==> config.mk <==
export PLATFORM = sky130hd
export DESIGN_NAME = packed_10bit_gray_unpacker
export DESIGN_NICKNAME = d
export VERILOG_FILES = /design/src/sv/p10gu_pkg.sv /design/src/sv/p10gu_front.sv /design/src/sv/p10gu_queue.sv /design/src/sv/p10gu_back.sv /design/src/sv/packed_10bit_gray_unpacker.sv
export VERILOG_INCLUDE_DIRS = /design/src /design/src/sv
export SDC_FILE = /design/constraint.sdc
export NUM_CORES = 1
export LEC_CHECK = 0
export ABC_CLOCK_PERIOD_IN_PS = 3450
export BUFFER_PORTS_ARGS = -buffer_cell sky130_fd_sc_hd__buf_2
export CAP_MARGIN = 20
export CELL_PAD_IN_SITES_DETAIL_PLACEMENT = 0
export CELL_PAD_IN_SITES_GLOBAL_PLACEMENT = 1
export CORE_MARGIN = 2
export CORE_UTILIZATION = 43
export DETAILED_ROUTE_END_ITERATION = 8
export PLACE_DENSITY = 0.86
export SETUP_SLACK_MARGIN = 0.2
export SLEW_MARGIN = 30
export SYNTH_ARGS = -nofsm -noshare
export SYNTH_HDL_FRONTEND = slang
export SYNTH_SLANG_ARGS = --single-unit
==> constraint.sdc <==
create_clock -name i_clk -period 3.45 [get_ports i_clk]
set_clock_uncertainty 0.2 [all_clocks]
set_input_delay 0.69 -clock i_clk [delete_from_list [all_inputs] [get_ports i_clk]]
set_output_delay 0.69 -clock i_clk [all_outputs]
set_load 0.01 [all_outputs]
==> src/sv/packed_10bit_gray_unpacker_assert.svh <==
// Assertion macros for the packed 10-bit gray unpacker.
// Included by the RTL files that carry concurrent checks; needs no package.
`ifndef PACKED_10BIT_GRAY_UNPACKER_ASSERT_SVH
`define PACKED_10BIT_GRAY_UNPACKER_ASSERT_SVH

// Same-cycle implication, disabled while reset is low.
`define P10GU_ASSERT_NOW(label, clk, rst_n, ante, cons, msg) \
    label: assert property (@(posedge clk) disable iff (!rst_n) (ante) |-> (cons)) \
        else $error(msg);

// Next-cycle implication, disabled while reset is low.
`define P10GU_ASSERT_NEXT(label, clk, rst_n, ante, cons, msg) \
    label: assert property (@(posedge clk) disable iff (!rst_n) (ante) |=> (cons)) \
        else $error(msg);

`endif

==> src/sv/p10gu_pkg.sv <==
// Shared types and constants for the packed 10-bit gray unpacker.
// No dependencies; imported by every module of the block.
`default_nettype none

package p10gu_pkg;

    localparam int WORD_W           = 32;
    localparam int FILL_W           = 2;
    localparam int SAMPLE_W         = 10;
    localparam int WIDE_W           = 16;
    localparam int SAMPLES_PER_WORD = 3;
    localparam int FRAME_W          = 24;
    localparam int CFG_IDX_W        = 2;
    localparam int COUNT_BITS_DEF   = 24;
    localparam int QUEUE_DEPTH_DEF  = 2;

    // Number of samples a job carries: 1 to 3.
    localparam int JOB_CNT_W = 2;
    localparam logic [JOB_CNT_W-1:0] JOB_FULL = JOB_CNT_W'(SAMPLES_PER_WORD);

    typedef enum logic [CFG_IDX_W-1:0] {
        REG_SWAP_BYTES   = 2'd0,
        REG_FRAME_PIXELS = 2'd1
    } t_cfg_reg;

    // One word's worth of work, handed from front to back.
    typedef struct packed {
        logic [WORD_W-FILL_W-1:0] bits;   // word with fill bits dropped
        logic [JOB_CNT_W-1:0]     count;  // samples to emit
        logic                     fend;   // last sample closes the frame
    } t_job;

endpackage

`default_nettype wire

==> src/sv/p10gu_front.sv <==
// Front end: config registers, word intake, byte swap and pixel counting.
// Depends on p10gu_pkg; feeds jobs into p10gu_queue.
`default_nettype none

module p10gu_front
    import p10gu_pkg::*;
#(
    parameter int COUNT_BITS = COUNT_BITS_DEF
) (
    input  wire logic                 i_clk,
    input  wire logic                 i_rst_n,
    input  wire logic                 i_cfg_valid,
    output logic                      o_cfg_ready,
    input  wire logic [CFG_IDX_W-1:0] i_cfg_index,
    input  wire logic [FRAME_W-1:0]   i_cfg_data,
    input  wire logic                 i_valid,
    output logic                      o_stall,
    input  wire logic [WORD_W-1:0]    i_packed_word,
    input  wire logic                 i_queue_full,
    output logic                      o_push,
    output t_job                      o_job
);

    localparam logic [63:0] CNT_MAX = (64'd1 << COUNT_BITS) - 64'd1;

    logic                  r_swap;
    logic [COUNT_BITS-1:0] r_left;
    logic [COUNT_BITS-1:0] n_left;
    logic [COUNT_BITS-1:0] load_val;
    logic [63:0]           cfg_wide;
    logic [WORD_W-1:0]     word;
    logic [JOB_CNT_W-1:0]  take;
    logic                  accept;
    logic                  cfg_we;

    assign o_cfg_ready = 1'b1;
    assign cfg_we      = i_cfg_valid && o_cfg_ready;
    assign o_stall     = i_queue_full;
    assign accept      = i_valid && !o_stall;

    // Saturate the frame size to what the counter can hold.
    assign cfg_wide = 64'(i_cfg_data);
    assign load_val = (cfg_wide > CNT_MAX) ? CNT_MAX[COUNT_BITS-1:0]
                                           : cfg_wide[COUNT_BITS-1:0];

    assign word = r_swap ? {i_packed_word[7:0], i_packed_word[15:8],
                            i_packed_word[23:16], i_packed_word[31:24]}
                         : i_packed_word;

    assign take = (r_left >= COUNT_BITS'(SAMPLES_PER_WORD)) ? JOB_FULL
                                                            : r_left[JOB_CNT_W-1:0];

    assign o_push      = accept && (r_left != '0);
    assign o_job.bits  = word[WORD_W-1:FILL_W];
    assign o_job.count = take;
    assign o_job.fend  = (r_left <= COUNT_BITS'(SAMPLES_PER_WORD));

    always_comb begin
        n_left = r_left;
        if (o_push) begin
            n_left = r_left - COUNT_BITS'(take);
        end
        if (cfg_we && (i_cfg_index == REG_FRAME_PIXELS)) begin
            n_left = load_val;
        end
    end

    always_ff @(posedge i_clk) begin
        if (!i_rst_n) begin
            r_swap <= 1'b0;
            r_left <= COUNT_BITS'(1);
        end else begin
            r_left <= n_left;
            if (cfg_we && (i_cfg_index == REG_SWAP_BYTES)) begin
                r_swap <= i_cfg_data[0];
            end
        end
    end

endmodule

`default_nettype wire

==> src/sv/p10gu_queue.sv <==
// Short job queue between front and back.
// Depends on p10gu_pkg for the job type.
`default_nettype none

module p10gu_queue
    import p10gu_pkg::*;
#(
    parameter int DEPTH = QUEUE_DEPTH_DEF
) (
    input  wire logic i_clk,
    input  wire logic i_rst_n,
    input  wire logic i_push,
    input  wire t_job i_job,
    output logic      o_full,
    output logic      o_valid,
    output t_job      o_job,
    input  wire logic i_pop
);

    localparam int PTR_W = (DEPTH > 1) ? $clog2(DEPTH) : 1;
    localparam int CNT_W = $clog2(DEPTH + 1);
    localparam logic [PTR_W-1:0] PTR_LAST = PTR_W'(DEPTH - 1);

    t_job             r_mem [DEPTH];
    logic [PTR_W-1:0] r_wp;
    logic [PTR_W-1:0] r_rp;
    logic [CNT_W-1:0] r_cnt;
    logic             do_push;
    logic             do_pop;

    assign o_full  = (r_cnt == CNT_W'(DEPTH));
    assign o_valid = (r_cnt != '0);
    assign o_job   = r_mem[r_rp];
    assign do_push = i_push && !o_full;
    assign do_pop  = i_pop && o_valid;

    always_ff @(posedge i_clk) begin
        if (do_push) begin
            r_mem[r_wp] <= i_job;
        end
    end

    always_ff @(posedge i_clk) begin
        if (!i_rst_n) begin
            r_wp  <= '0;
            r_rp  <= '0;
            r_cnt <= '0;
        end else begin
            if (do_push) begin
                r_wp <= (r_wp == PTR_LAST) ? '0 : r_wp + PTR_W'(1);
            end
            if (do_pop) begin
                r_rp <= (r_rp == PTR_LAST) ? '0 : r_rp + PTR_W'(1);
            end
            r_cnt <= r_cnt + CNT_W'(do_push) - CNT_W'(do_pop);
        end
    end

endmodule

`default_nettype wire

==> src/sv/p10gu_back.sv <==
// Back end: walks each job sample by sample into the output register.
// Depends on p10gu_pkg and the assertion macro header.
`default_nettype none
`include "packed_10bit_gray_unpacker_assert.svh"

module p10gu_back
    import p10gu_pkg::*;
(
    input  wire logic                i_clk,
    input  wire logic                i_rst_n,
    input  wire logic                i_job_valid,
    input  wire t_job                i_job,
    output logic                     o_pop,
    output logic                     o_valid,
    input  wire logic                i_stall,
    output logic [WIDE_W-1:0]        o_sample,
    output logic                     o_last_of_word,
    output logic                     o_frame_end
);

    logic                 r_busy;
    t_job                 r_job;
    logic [JOB_CNT_W-1:0] r_idx;
    logic                 r_out_valid;
    logic [WIDE_W-1:0]    r_out_sample;
    logic                 r_out_last;
    logic                 r_out_fend;
    logic                 adv;
    logic                 last;
    logic [SAMPLE_W-1:0]  sel;

    assign adv   = r_busy && (!r_out_valid || !i_stall);
    assign last  = (r_idx == r_job.count - JOB_CNT_W'(1));
    assign o_pop = i_job_valid && (!r_busy || (adv && last));

    always_comb begin
        unique case (r_idx)
            2'd1:    sel = r_job.bits[2*SAMPLE_W-1:SAMPLE_W];
            2'd2:    sel = r_job.bits[3*SAMPLE_W-1:2*SAMPLE_W];
            default: sel = r_job.bits[SAMPLE_W-1:0];
        endcase
    end

    // Job tracking: reload straight from the queue so words run back to back.
    always_ff @(posedge i_clk) begin
        if (!i_rst_n) begin
            r_busy <= 1'b0;
            r_idx  <= '0;
        end else if (o_pop) begin
            r_busy <= 1'b1;
            r_idx  <= '0;
        end else if (adv && last) begin
            r_busy <= 1'b0;
        end else if (adv) begin
            r_idx  <= r_idx + JOB_CNT_W'(1);
        end
    end

    always_ff @(posedge i_clk) begin
        if (o_pop) begin
            r_job <= i_job;
        end
    end

    always_ff @(posedge i_clk) begin
        if (!i_rst_n) begin
            r_out_valid <= 1'b0;
        end else if (adv) begin
            r_out_valid <= 1'b1;
        end else if (!i_stall) begin
            r_out_valid <= 1'b0;
        end
    end

    always_ff @(posedge i_clk) begin
        if (adv) begin
            r_out_sample <= {sel, sel[SAMPLE_W-1:SAMPLE_W-(WIDE_W-SAMPLE_W)]};
            r_out_last   <= last;
            r_out_fend   <= last && r_job.fend;
        end
    end

    assign o_valid        = r_out_valid;
    assign o_sample       = r_out_sample;
    assign o_last_of_word = r_out_last;
    assign o_frame_end    = r_out_fend;

    `P10GU_ASSERT_NOW(a_fend_is_last, i_clk, i_rst_n, r_out_valid && r_out_fend, r_out_last, "frame end without last of word")
    `P10GU_ASSERT_NOW(a_job_nonzero, i_clk, i_rst_n, r_busy, r_job.count != '0 && r_idx < r_job.count, "sample index outside job")
    `P10GU_ASSERT_NOW(a_pop_when_free, i_clk, i_rst_n, o_pop && r_busy, adv && last, "job reloaded while samples remain")
    `P10GU_ASSERT_NEXT(a_idle_after_last, i_clk, i_rst_n, adv && last && !o_pop, !r_busy, "back end still busy after last sample")

endmodule

`default_nettype wire

==> src/sv/packed_10bit_gray_unpacker.sv <==
// Packed 10-bit grayscale unpacker, top level. Each accepted 32-bit word
// holds three 10-bit samples above two fill bits; the word is optionally
// byte-reversed, the fill bits dropped, and samples taken from bit 2 upward
// (bits 11:2, 21:12, 31:22). Each sample leaves widened to 16 bits by bit
// replication, one sample per transfer, with last_of_word on the final sample
// of a word and frame_end on the final sample of the frame. A remaining-pixel
// counter, loaded from frame_pixels at reset (value 1) and on every write of
// that register, limits the frame; once it reaches zero, words are accepted
// and dropped until the count is written again. Register 0 is swap_bytes,
// register 1 is frame_pixels; other indexes are ignored. The config port is
// always ready. Rate: the output register moves one sample per cycle while
// i_stall is low, and the next job is taken as the last sample of a word
// leaves, so words run back to back. The first sample of a word passes
// through the job queue, the job register and the output register. The input
// stalls only when the job queue between the front and back halves is full.
// Depends on p10gu_pkg, p10gu_front, p10gu_queue and p10gu_back.
`default_nettype none

module packed_10bit_gray_unpacker
    import p10gu_pkg::*;
#(
    parameter int COUNT_BITS  = COUNT_BITS_DEF,
    parameter int QUEUE_DEPTH = QUEUE_DEPTH_DEF
) (
    input  wire logic                 i_clk,
    input  wire logic                 i_rst_n,
    // config write channel
    input  wire logic                 i_cfg_valid,
    output logic                      o_cfg_ready,
    input  wire logic [CFG_IDX_W-1:0] i_cfg_index,
    input  wire logic [FRAME_W-1:0]   i_cfg_data,
    // word input
    input  wire logic                 i_valid,
    output logic                      o_stall,
    input  wire logic [WORD_W-1:0]    i_packed_word,
    // sample output
    output logic                      o_valid,
    input  wire logic                 i_stall,
    output logic [WIDE_W-1:0]         o_sample,
    output logic                      o_last_of_word,
    output logic                      o_frame_end
);

    logic push;
    t_job push_job;
    logic queue_full;
    logic job_valid;
    t_job job;
    logic pop;

    // Front: take words, apply config, count pixels, hand off jobs.
    p10gu_front #(
        .COUNT_BITS (COUNT_BITS)
    ) u_front (
        .i_clk         (i_clk),
        .i_rst_n       (i_rst_n),
        .i_cfg_valid   (i_cfg_valid),
        .o_cfg_ready   (o_cfg_ready),
        .i_cfg_index   (i_cfg_index),
        .i_cfg_data    (i_cfg_data),
        .i_valid       (i_valid),
        .o_stall       (o_stall),
        .i_packed_word (i_packed_word),
        .i_queue_full  (queue_full),
        .o_push        (push),
        .o_job         (push_job)
    );

    // Queue: decouple intake from sample emission.
    p10gu_queue #(
        .DEPTH (QUEUE_DEPTH)
    ) u_queue (
        .i_clk   (i_clk),
        .i_rst_n (i_rst_n),
        .i_push  (push),
        .i_job   (push_job),
        .o_full  (queue_full),
        .o_valid (job_valid),
        .o_job   (job),
        .i_pop   (pop)
    );

    // Back: emit samples one per cycle through the output register while the output is not stalled.
    p10gu_back u_back (
        .i_clk          (i_clk),
        .i_rst_n        (i_rst_n),
        .i_job_valid    (job_valid),
        .i_job          (job),
        .o_pop          (pop),
        .o_valid        (o_valid),
        .i_stall        (i_stall),
        .o_sample       (o_sample),
        .o_last_of_word (o_last_of_word),
        .o_frame_end    (o_frame_end)
    );

endmodule

`default_nettype wire

==> results of run 1 <==
## metrics by stage
stage | worst slack [ns] | cell area [um^2] | hold WS, ns | utilization [%]
CTS | 0.610 | 7370 | 0.288 | 51.3
global route | 0.395 | 7370 | 0.310 | 51.3
global placement | 0.760 | 6810 | 0.262 | 47.4
detailed placement | 0.640 | 6810 | 0.275 | 47.4
floorplan | 0.367 | 6260 | 0.247 | -
finish | 0.608 | 7370 | 0.281 | 51.3
## power groups by stage
stage | Sequential [uW] | Combinational (uW) | Clock (uW)
6_report | 2600 | 1350 | 1730
5_1_grt | 2640 | 1490 | 1820
4_1_cts | 2600 | 1360 | 1750
3_5_place_dp | 2630 | 1340 | 0
3_3_place_gp | 2610 | 1300 | 0
2_1_floorplan | 2590 | 1000 | 0
## cell type report
class	count	area share, %
Sequential cell	144	54.2
Multi-Input combinational cell	274	28.4
Timing Repair Buffer	89	6.28
Clock buffer	18	5.82
Tap cell	184	3.12
Clock inverter	14	1.75
Inverter	8	0.407
## cell families after synthesis
group                    Yosys count  share of synthesized area, %
buffers and inverters             37                          2.78
AO/OA/AOI/OAI                     89                          8.87
AND/OR/NAND/NOR                  102                          10.1
flip-flops                       144                          63.8
multiplexers                      67                          12.0
other                              1                        0.0599
XOR/XNOR                          10                          1.40
adder cells (fa/ha/maj)            5                         0.999
## flip-flops by register name, indices dropped and copies added, names as in the netlist
register / count
u_queue.r_mem: 66
u_back.r_job: 33
u_front.r_left: 24
u_back.o_sample: 10
u_back.r_idx: 2
u_queue.r_cnt: 2
u_back.o_frame_end: 1
u_back.o_last_of_word: 1
u_back.o_valid: 1
u_back.r_busy: 1
u_front.r_swap: 1
u_queue.r_rp: 1
u_queue.r_wp: 1
## cell usage in the layout (no fill, tap or decap), types with 4 or more instances in the layout
| master | count |
|---|---|
| xnor2_1 | 6 |
| dfxtp_1 | 33 |
| mux2i_1 | 4 |
| o21ai_0 | 37 |
| nor3_1 | 4 |
| or2_2 | 4 |
| nor2b_1 | 6 |
| buf_2 | 82 |
| and2_1 | 6 |
| nor2_1 | 11 |
| or3_1 | 7 |
| a31oi_1 | 11 |
| nand3_1 | 7 |
| inv_6 | 5 |
| and3_1 | 4 |
| buf_4 | 7 |
| nand4_1 | 4 |
| nand2_1 | 16 |
| a21oi_1 | 8 |
| xor2_1 | 4 |
| ha_1 | 5 |
| edfxtp_1 | 111 |
| mux2_2 | 63 |
| clkbuf_16 | 17 |
| nor4_1 | 5 |
| inv_1 | 8 |
| or4_1 | 6 |
| a22oi_1 | 10 |
| o31ai_1 | 6 |
## worst min path at each step
stage,to,slack (ns),cells past startpoint
3_3_place_gp,u_front.r_left[23]$_SDFFE_PN0P_,0.26,2
5_1_grt,u_back.o_valid$_SDFFE_PN0P_,0.31,1
3_5_place_dp,u_back.o_valid$_SDFFE_PN0P_,0.28,1
2_1_floorplan,u_front.r_left[23]$_SDFFE_PN0P_,0.25,2
6_report,u_back.o_valid$_SDFFE_PN0P_,0.28,1
4_1_cts,u_back.o_valid$_SDFFE_PN0P_,0.29,1
## metal layers
metal / track usage [%] / part of all wire (%) / vias to the layer above
li1: - / - / 1899
met5: 0 / 0 / -
met1: 20.1 / 45 / 1915
met2: 26.7 / 50 / 89
met3: 3.22 / 3.9 / 18
met4: 6.74 / 2.0 / 0
==> metrics.cfg, run 1 <==
[outcome]
outcome=finished clean

[cts]
root_buffer=clkbuf_16
cts-resized-gates=0
cts_setup_buffers=0
cts_buffers=17
ctsHoldBuffers=0
clkLatencyLatePin_ns=0.41
htreeDepth=4
clk_pin_slew_ns=0.06
cts_tree=yes
clock-sinks=144
cts_max_path_buffers=2

[worst_setup_path]
worstSetupPathDepth=9
rr_worst_depth=9
r2r_start=u_front.r_left[2]$_SDFFE_PN0P_
worst_ep_arrival_time_ns=2.97
crit_required_ns=3.58
critPathTopFamily=simple AND/OR/NAND/NOR gates
startpoint_type=flip-flop
slowest_stage=dfxtp_1
rr_endpoint=u_front.r_left[4]$_SDFFE_PN0P_
criticalPathCategory=flip-flop to flip-flop
ff2ff_setup_slack_ns=0.61
crit_end=u_front.r_left[4]$_SDFFE_PN0P_
path_buf_inv=0
crit_path_end_kind=flip-flop
startpoint=u_front.r_left[2]$_SDFFE_PN0P_
crit_chain=nor4_4, nand4_1, nor2_1, or2_2, ha_1, nor3b_2, o21ai_2, or4_1, a31oi_1
cp_max_fo=9
max_stage_delay_ns=0.48

[placement]
io_buffers=82
place.gp.congestion=0.815
dp.cells=699
dp_hpwl_mm=7.91

[sta]
rsz0062_at_grt=no
tightest_slew_ns=0.666
drv_slew=0
finalHoldViolations=0
relSlewSlack_pct=55.2
timing.final.crit_share_pct=82.4
setup_tns_ns=0
min_period_ns=2.84
finalSetupViolCount=0
max_freq_mhz=352

[global_route]
grt_use_total_pct=15.9
grt_overflow=0
antenna_found_initial=0
grt_pass1_vias=3993
grt_pass1_wl_mm=19.6
grt_max_degree=45

[pwr]
peakVddDrop_v=0.000462
seqPwrFrac_pct=45.9
power_frac_comb_pct=23.7
power_switching_uw=1710
pwr-share-clk_pct=30.4
finalPower_uw=5680
switching_share_pct=30.1
p_int_uw=3970
leakage_uw=0.00264
powerDensity_nw_per_um2=770

[synthesis]
synth_top_area_share_pct=53.2
ys.flop_type=edfxtp_1
yosys_warnings=0
synthCells=455
synth.area.top_cells=edfxtp_1, mux2_2, dfxtp_1
async_flop_share_pct=0
ys_ff_latch=144
synth_common_cells=edfxtp_1, mux2_2, o21ai_0
yosysSeqAreaShare_pct=63.8
yosysMostFrequentCell=edfxtp_1
synth.avg_cell_area_um2=13.8
syn_nets=523
synth_edf_count=111
netlist_area_um2=6260
yosysUniqueCellTypes=58
yosys.area.top_type=edfxtp_1

[cells_and_area]
nets=602
diodes=0
stdcell_count=731
fillers=1193
multi_input_area_um2=2090
final-seq-area_um2=3990
final_layout_size_suffix_gt1_share_pct=36.2
syn2layout_area_growth_pct=17.7

[hold_path]
min_path_type=flip-flop to flip-flop
hp-start=u_back.r_busy$_SDFFE_PN0P_

[floorplanning]
start_util_pct=43.6
core_um2=14400
fp.dieH_um=125
dieArea_um2=15500
pin_count=84
rows=44
die_x_um=125

[route]
post_drt_wl_per_cell_um=16.5
vias=3921
drtPass1Iterations=4
postRouteAntennaNets=0
drc_errors=0
drt_iter0_markers=295
viasPerCell=5.36
wl_mm=12.1

[run]
drv_cap=0

Note: power is estimated with default switching activity, not from simulation.
==> run 2, diff against run 1 <==
Settings changed: ABC_CLOCK_PERIOD_IN_PS 3450 to 2950, CORE_UTILIZATION 43 to 47, PLACE_DENSITY 0.86 to 0.89.
Clock period 3.45 ns to 2.95 ns, I/O delays scaled along.
==> metrics.cfg, run 2 (synthesis results as in run 1) <==
[pwr]
powerDensity_nw_per_um2=905  ; +18%
leakage_uw=0.00269  ; +2.1%
peakVddDrop_v=0.000444  ; -4.0%

[hold_path]
min_path_type=primary input to flip-flop
whs_path_depth=3  ; +2

[route]
vias=4029  ; +2.8%
viasPerCell=5.50  ; +2.6%
drtPass1Iterations=5  ; +1
postRouteAntennaNets=0  ; unchanged
drt_iter0_markers=337  ; +14%
wl_mm=12.4  ; +3.1%
drc_errors=0  ; unchanged
post_drt_wl_per_cell_um=17.0  ; +2.9%

[worst_setup_path]
critPathTopFamily=simple AND/OR/NAND/NOR gates
criticalPathCategory=flip-flop to flip-flop
rr_worst_depth=10  ; +1
slowest_stage=dfxtp_1
path_buf_inv=1  ; +1
startpoint_type=flip-flop
cp_max_fo=6  ; -3
crit_required_ns=3.08  ; -0.50 ns
worst_ep_arrival_time_ns=2.79  ; -0.18 ns
crit_chain=nor4_4, nand4_1, nor2_2, or2_2, ha_2, nor3b_4, o21ai_4, buf_4, or3_1, a31oi_1
crit_path_end_kind=flip-flop
worstSetupPathDepth=10  ; +1
max_stage_delay_ns=0.42  ; -0.06 ns

[cells_and_area]
final_layout_size_suffix_gt1_share_pct=40.8  ; +4.6 points
diodes=0  ; unchanged
reg_top3=u_queue.r_mem (66), u_back.r_job (33), u_front.r_left (24)
postLayoutCoreUtil_pct=57.3  ; +6.0 points
regMostFlops=u_queue.r_mem
largest_reg_flops=66  ; unchanged
mostFrequentLayoutCells=edfxtp_1, buf_2, mux2_2
layout_commonest_cell=edfxtp_1
syn2layout_area_growth_pct=20.2
nets=612  ; +1.7%

[global_route]
grt_max_degree=38  ; -16%
antenna_found_initial=0  ; unchanged
grt_use_total_pct=17.9  ; +2.0 points
grt_pass1_wl_mm=19.4  ; -0.85%
grt_overflow=0  ; unchanged
grt_pass1_vias=3947  ; -1.2%

[cts]
root_buffer=clkbuf_16
cts_buffers=17  ; unchanged
cts_max_path_buffers=2  ; unchanged
cts_tree=yes
clk_pin_slew_ns=0.06  ; about the same
clock-sinks=144  ; unchanged
htreeDepth=4  ; unchanged
clkLatencyLatePin_ns=0.42  ; about the same

[sta]
min_period_ns=2.66  ; -0.183 ns
finalHoldViolations=0  ; unchanged
relSlewSlack_pct=53.5  ; -1.7 points
finalSetupViolCount=0  ; unchanged
drv_slew=0  ; unchanged
timing.final.crit_share_pct=90.1  ; +7.8 points
rsz0062_at_grt=no
tightest_slew_ns=0.679  ; +0.0138 ns
setup_tns_ns=0  ; unchanged
max_freq_mhz=376  ; +6.9%

[run]
drv_cap=0  ; unchanged

[floorplanning]
core_um2=13100  ; -8.6%
dieArea_um2=14300  ; -8.2%
pin_count=84  ; unchanged
die_x_um=119  ; -4.2%
start_util_pct=47.6  ; +4.1 points
rows=42  ; -4.5%
fp.dieH_um=119  ; -4.2%

[placement]
place.gp.congestion=0.876  ; +7.6%
dp_hpwl_mm=8.06  ; +1.9%
io_buffers=82  ; unchanged

[outcome]
outcome=finished clean

## run 2: cell types whose count changed in the layout (fill, tap and decap cells not counted), moves of 2 or more
cell	before	now
buf_4	7	16
clkinv_4	1	4
dfxtp_1	33	23
dfxtp_2	0	10
ha_1	5	2
ha_4	0	2
inv_1	8	6
inv_6	5	3
o21ai_0	37	35
## run 2: metrics by stage
step	std cells	total power [uW]	instance area [um^2]	hold WS, ns	setup WS (ns)
floorplan	455	4260	6300	0.247	0.0684
finish	732	6810	7520	0.234	0.292
CTS	728	6770	7450	0.210	0.200
detailed placement	697	4740	6890	0.265	0.119
global route	732	7140	7520	0.234	0.205
global placement	697	4680	6890	0.260	0.227
## run 2: layout make-up
| type | instances | area [um^2] |
|---|---|---|
| clock buffer | 17 | 425 |
| clock inverter | 14 | 134 |
| fill | 1060 | 5620 |
| inverter | 8 | 33.8 |
| multi-input combinational | 275 | 2170 |
| sequential | 144 | 4010 |
| tap | 176 | 220 |
| timing repair buffer | 98 | 531 |
## run 2: worst reg2reg max path, stage by stage (launching register included)
cell	delay, ns
dfxtp_1	0.42
nor4_4	0.09
nand4_1	0.17
nor2_2	0.10
or2_2	0.28
ha_2	0.21
nor3b_4	0.35
o21ai_4	0.14
buf_4	0.16
or3_1	0.29
a31oi_1	0.16
## run 2: what timing repair did
| item | CTS | global route |
|---|---|---|
| gates resized for setup | 2 | 14 |
| pin swaps | 0 | 3 |
| setup buffers | 0 | 3 |
| setup endpoints to repair | 3 | 11 |
| cloned | 0 | 1 |
| hold buffers | 0 | 0 |
## run 2: path summary, 6_finish.rpt
kind / from / end / slack, ns
setup / recovery: u_front.r_left[4]$_SDFFE_PN0P_ / u_front.r_left[8]$_SDFFE_PN0P_ / 0.29
hold / removal: i_cfg_data[7] / u_front.r_left[7]$_SDFFE_PN0P_ / 0.23
setup reg to reg: u_front.r_left[4]$_SDFFE_PN0P_ / u_front.r_left[8]$_SDFFE_PN0P_ / 0.29
hold reg to reg: u_front.r_left[23]$_SDFFE_PN0P_ / u_front.r_left[23]$_SDFFE_PN0P_ / 0.27
## run 2: where the power goes
part           switching, uW  leakage [uW]  internal (uW)
Clock                    844      0.000273           1170
Sequential               218       0.00130           2810
Combinational           1010       0.00111            759
## run 2: routing by layer
layer / global-route usage (%) / vias to the layer above / share of wire [%]
met4: 8.31 / 0 / 2.4
li1: - / 1925 / -
met1: 23.2 / 1953 / 44
met2: 28.8 / 124 / 49
met3: 4.02 / 27 / 5.0
met5: 0 / - / 0
==> run 3, diff against run 2 <==
--- a/config.mk
+++ b/config.mk
@@ -16,2 +16,3 @@
 export DETAILED_ROUTE_END_ITERATION = 8
+export GPL_TIMING_DRIVEN = 0
 export PLACE_DENSITY = 0.89
--- a/constraint.sdc
+++ b/constraint.sdc
@@ -4,2 +4,2 @@
 set_output_delay 0.59 -clock i_clk [all_outputs]
-set_load 0.01 [all_outputs]
+set_load 0.05 [all_outputs]
==> metrics.cfg, run 3 (synthesis results as in run 1) <==
[cells_and_area]
syn2layout_area_growth_pct=23.8
mostFrequentLayoutCells=edfxtp_1, buf_2, mux2_2
regMostFlops=u_queue.r_mem
nets=632  ; +3.3%
diodes=0  ; unchanged
reg_top3=u_queue.r_mem (66), u_back.r_job (33), u_front.r_left (24)
largest_reg_flops=66  ; unchanged
layout_commonest_cell=edfxtp_1
stdcell_count=753  ; +2.9%
final_layout_size_suffix_gt1_share_pct=41.6  ; +0.77 points

[worst_setup_path]
max_stage_delay_ns=0.44  ; +0.02 ns
criticalPathCategory=flip-flop to flip-flop
ff2ff_setup_slack_ns=0.31  ; +0.02 ns
slowest_stage=or4_1
crit_path_end_kind=flip-flop
r2r_start=u_front.r_left[2]$_SDFFE_PN0P_
crit_chain=nor4_4, nand4_1, nor2_4, or2_2, ha_2, nor3b_4, o21ai_4, or4_1, a31oi_1
worst_ep_arrival_time_ns=2.77  ; -0.02 ns
rr_endpoint=u_front.r_left[12]$_SDFFE_PN0P_
startpoint_type=flip-flop
rr_worst_depth=9  ; -1
path_buf_inv=0  ; -1
cp_max_fo=6  ; unchanged
crit_required_ns=3.08  ; about the same
critPathTopFamily=simple AND/OR/NAND/NOR gates

[cts]
htreeDepth=4  ; unchanged
clkLatencyLatePin_ns=0.42  ; about the same
clock-sinks=144  ; unchanged
cts_tree=yes
cts_buffers=17  ; unchanged
root_buffer=clkbuf_16
clk_pin_slew_ns=0.06  ; about the same
cts_max_path_buffers=2  ; unchanged

[pwr]
peakVddDrop_v=0.000521  ; +17%
powerDensity_nw_per_um2=954  ; +5.3%
p_int_uw=5000  ; +5.6%
seqPwrFrac_pct=41.1  ; -3.3 points
power_frac_comb_pct=29.4  ; +3.4 points
leakage_uw=0.00276  ; +2.4%
power_switching_uw=2390  ; +15%
pwr-share-clk_pct=29.5  ; about the same
switching_share_pct=32.3  ; +1.9 points

[sta]
finalSetupViolCount=0  ; unchanged
finalHoldViolations=0  ; unchanged
rsz0062_at_grt=yes
relSlewSlack_pct=51.5  ; -2.0 points
setup_ws_ns=0.307  ; +0.0150 ns
drv_slew=0  ; unchanged
tightest_slew_ns=0.728  ; +0.0483 ns
min_period_ns=2.64  ; -0.0150 ns
timing.final.crit_share_pct=89.6  ; -0.51 points
max_freq_mhz=378  ; +0.57%

[global_route]
grt_pass1_vias=4096  ; +3.8%
grt_pass1_wl_mm=21.0  ; +8.2%
grt_overflow=0  ; unchanged
antenna_found_initial=0  ; unchanged
grt_max_degree=18  ; -53%
grt_use_total_pct=19.6  ; +1.7 points

[route]
drtPass1Iterations=5  ; unchanged
viasPerCell=5.48  ; -0.40%
drc_errors=0  ; unchanged
vias=4128  ; +2.5%
wl_mm=13.5  ; +8.1%
postRouteAntennaNets=0  ; unchanged
drt_iter0_markers=340  ; +0.89%
post_drt_wl_per_cell_um=17.9  ; +5.1%

[run]
drv_cap=0  ; unchanged

[floorplanning]
start_util_pct=47.6  ; unchanged
fp.dieH_um=119  ; unchanged
core_um2=13100  ; unchanged
rows=42  ; unchanged
die_x_um=119  ; unchanged
pin_count=84  ; unchanged
dieArea_um2=14300  ; unchanged

[hold_path]
hp-start=i_cfg_data[23]
min_path_type=primary input to flip-flop
whs_path_depth=3  ; unchanged
hold_end=u_front.r_left[23]$_SDFFE_PN0P_

[outcome]
outcome=finished clean

[placement]
dp.cells=714  ; +2.4%
pre_cts_ws_ns=-0.355  ; -0.474 ns
io_buffers=81  ; -1.2%
place.gp.congestion=0.877  ; about the same
dp_hpwl_mm=8.79  ; +9.0%

==> run 3: cell count changes in the layout (fill, tap and decap cells not counted), sizes merged <==
| cell | previous run | this run |
|---|---|---|
| clkbuf | 17 | 35 |
| buf | 98 | 102 |
| clkinv | 7 | 4 |
| clkinvlp | 2 | 5 |
| inv | 12 | 9 |
| bufinv | 1 | 3 |
==> run 3: tightest hold or removal path, cell delays in order <==
cell and delay [ns]:
buf_2 0.10, nand3_1 0.06, o21ai_0 0.06
==> run 3: worst max-delay path by stage <==
stage / startpoint / end / slack (ns) / cells past startpoint
final: u_front.r_left[2]$_SDFFE_PN0P_ / u_front.r_left[12]$_SDFFE_PN0P_ / 0.31 / 9
after global routing: u_back.r_job[2]$_DFFE_PP_ / u_queue.r_cnt[1]$_SDFF_PN0_ / 0.19 / 11
after CTS: u_front.r_left[20]$_SDFFE_PN0P_ / u_front.r_left[14]$_SDFFE_PN0P_ / 0.21 / 9
after detailed placement: u_back.r_job[2]$_DFFE_PP_ / u_queue.r_cnt[1]$_SDFF_PN0_ / -0.35 / 11
after global placement: i_valid / u_queue.r_mem[0][26]$_DFFE_PP_ / -0.57 / 4
after floorplan: u_back.r_job[2]$_DFFE_PP_ / u_queue.r_cnt[1]$_SDFF_PN0_ / 0.07 / 11
==> run 3: layout make-up <==
cell class / instances / area, um^2
Fill cell: 1078 / 5390
Sequential cell: 144 / 4030
Timing Repair inverter: 1 / 7.51
Multi-Input combinational cell: 275 / 2200
Clock inverter: 12 / 161
Clock buffer: 20 / 447
Timing Repair Buffer: 88 / 510
Tap cell: 176 / 220
Buffer: 29 / 144
Inverter: 8 / 33.8
==> run 3: layer usage <==
layer | wire, um | global-route usage, % | part of all wire [%]
met5 | 0 | 0 | 0
met4 | 115 | 6.91 | 0.85
met3 | 656 | 5.03 | 4.9
met2 | 6700 | 31.5 | 50
met1 | 5980 | 25.9 | 44
==> run 3: through the flow <==
step	hold WS, ns	instance area (um^2)	TNS [ns]	total power (uW)	util [%]
6_report	0.227	7750	0	7390	59.0
5_1_grt	0.224	7750	0	7720	59.0
4_1_cts	0.207	7660	0	7350	58.3
3_5_place_dp	0.273	6990	-0.506	5080	53.2
3_3_place_gp	0.262	6930	-32.35	4980	52.7
2_1_floorplan	0.247	6300	0	4530	-
==> run 3: power groups by stage <==
| stage | logic (uW) | registers, uW | clock network [uW] |
|---|---|---|---|
| 2_1_floorplan | 1330 | 3200 | 0 |
| 3_3_place_gp | 1940 | 3040 | 0 |
| 3_5_place_dp | 2020 | 3050 | 0 |
| 4_1_cts | 2110 | 3020 | 2210 |
| 5_1_grt | 2350 | 3080 | 2290 |
| 6_report | 2170 | 3040 | 2180 |
==> run 3: what timing repair did <==
item,in CTS,in global routing
setup buffers,3,2
gates cloned,1,1
pin swaps,2,4
gates resized for setup,5,27
hold buffers,0,0
endpoints found under the setup margin,43,46
hold endpoints to repair,0,0
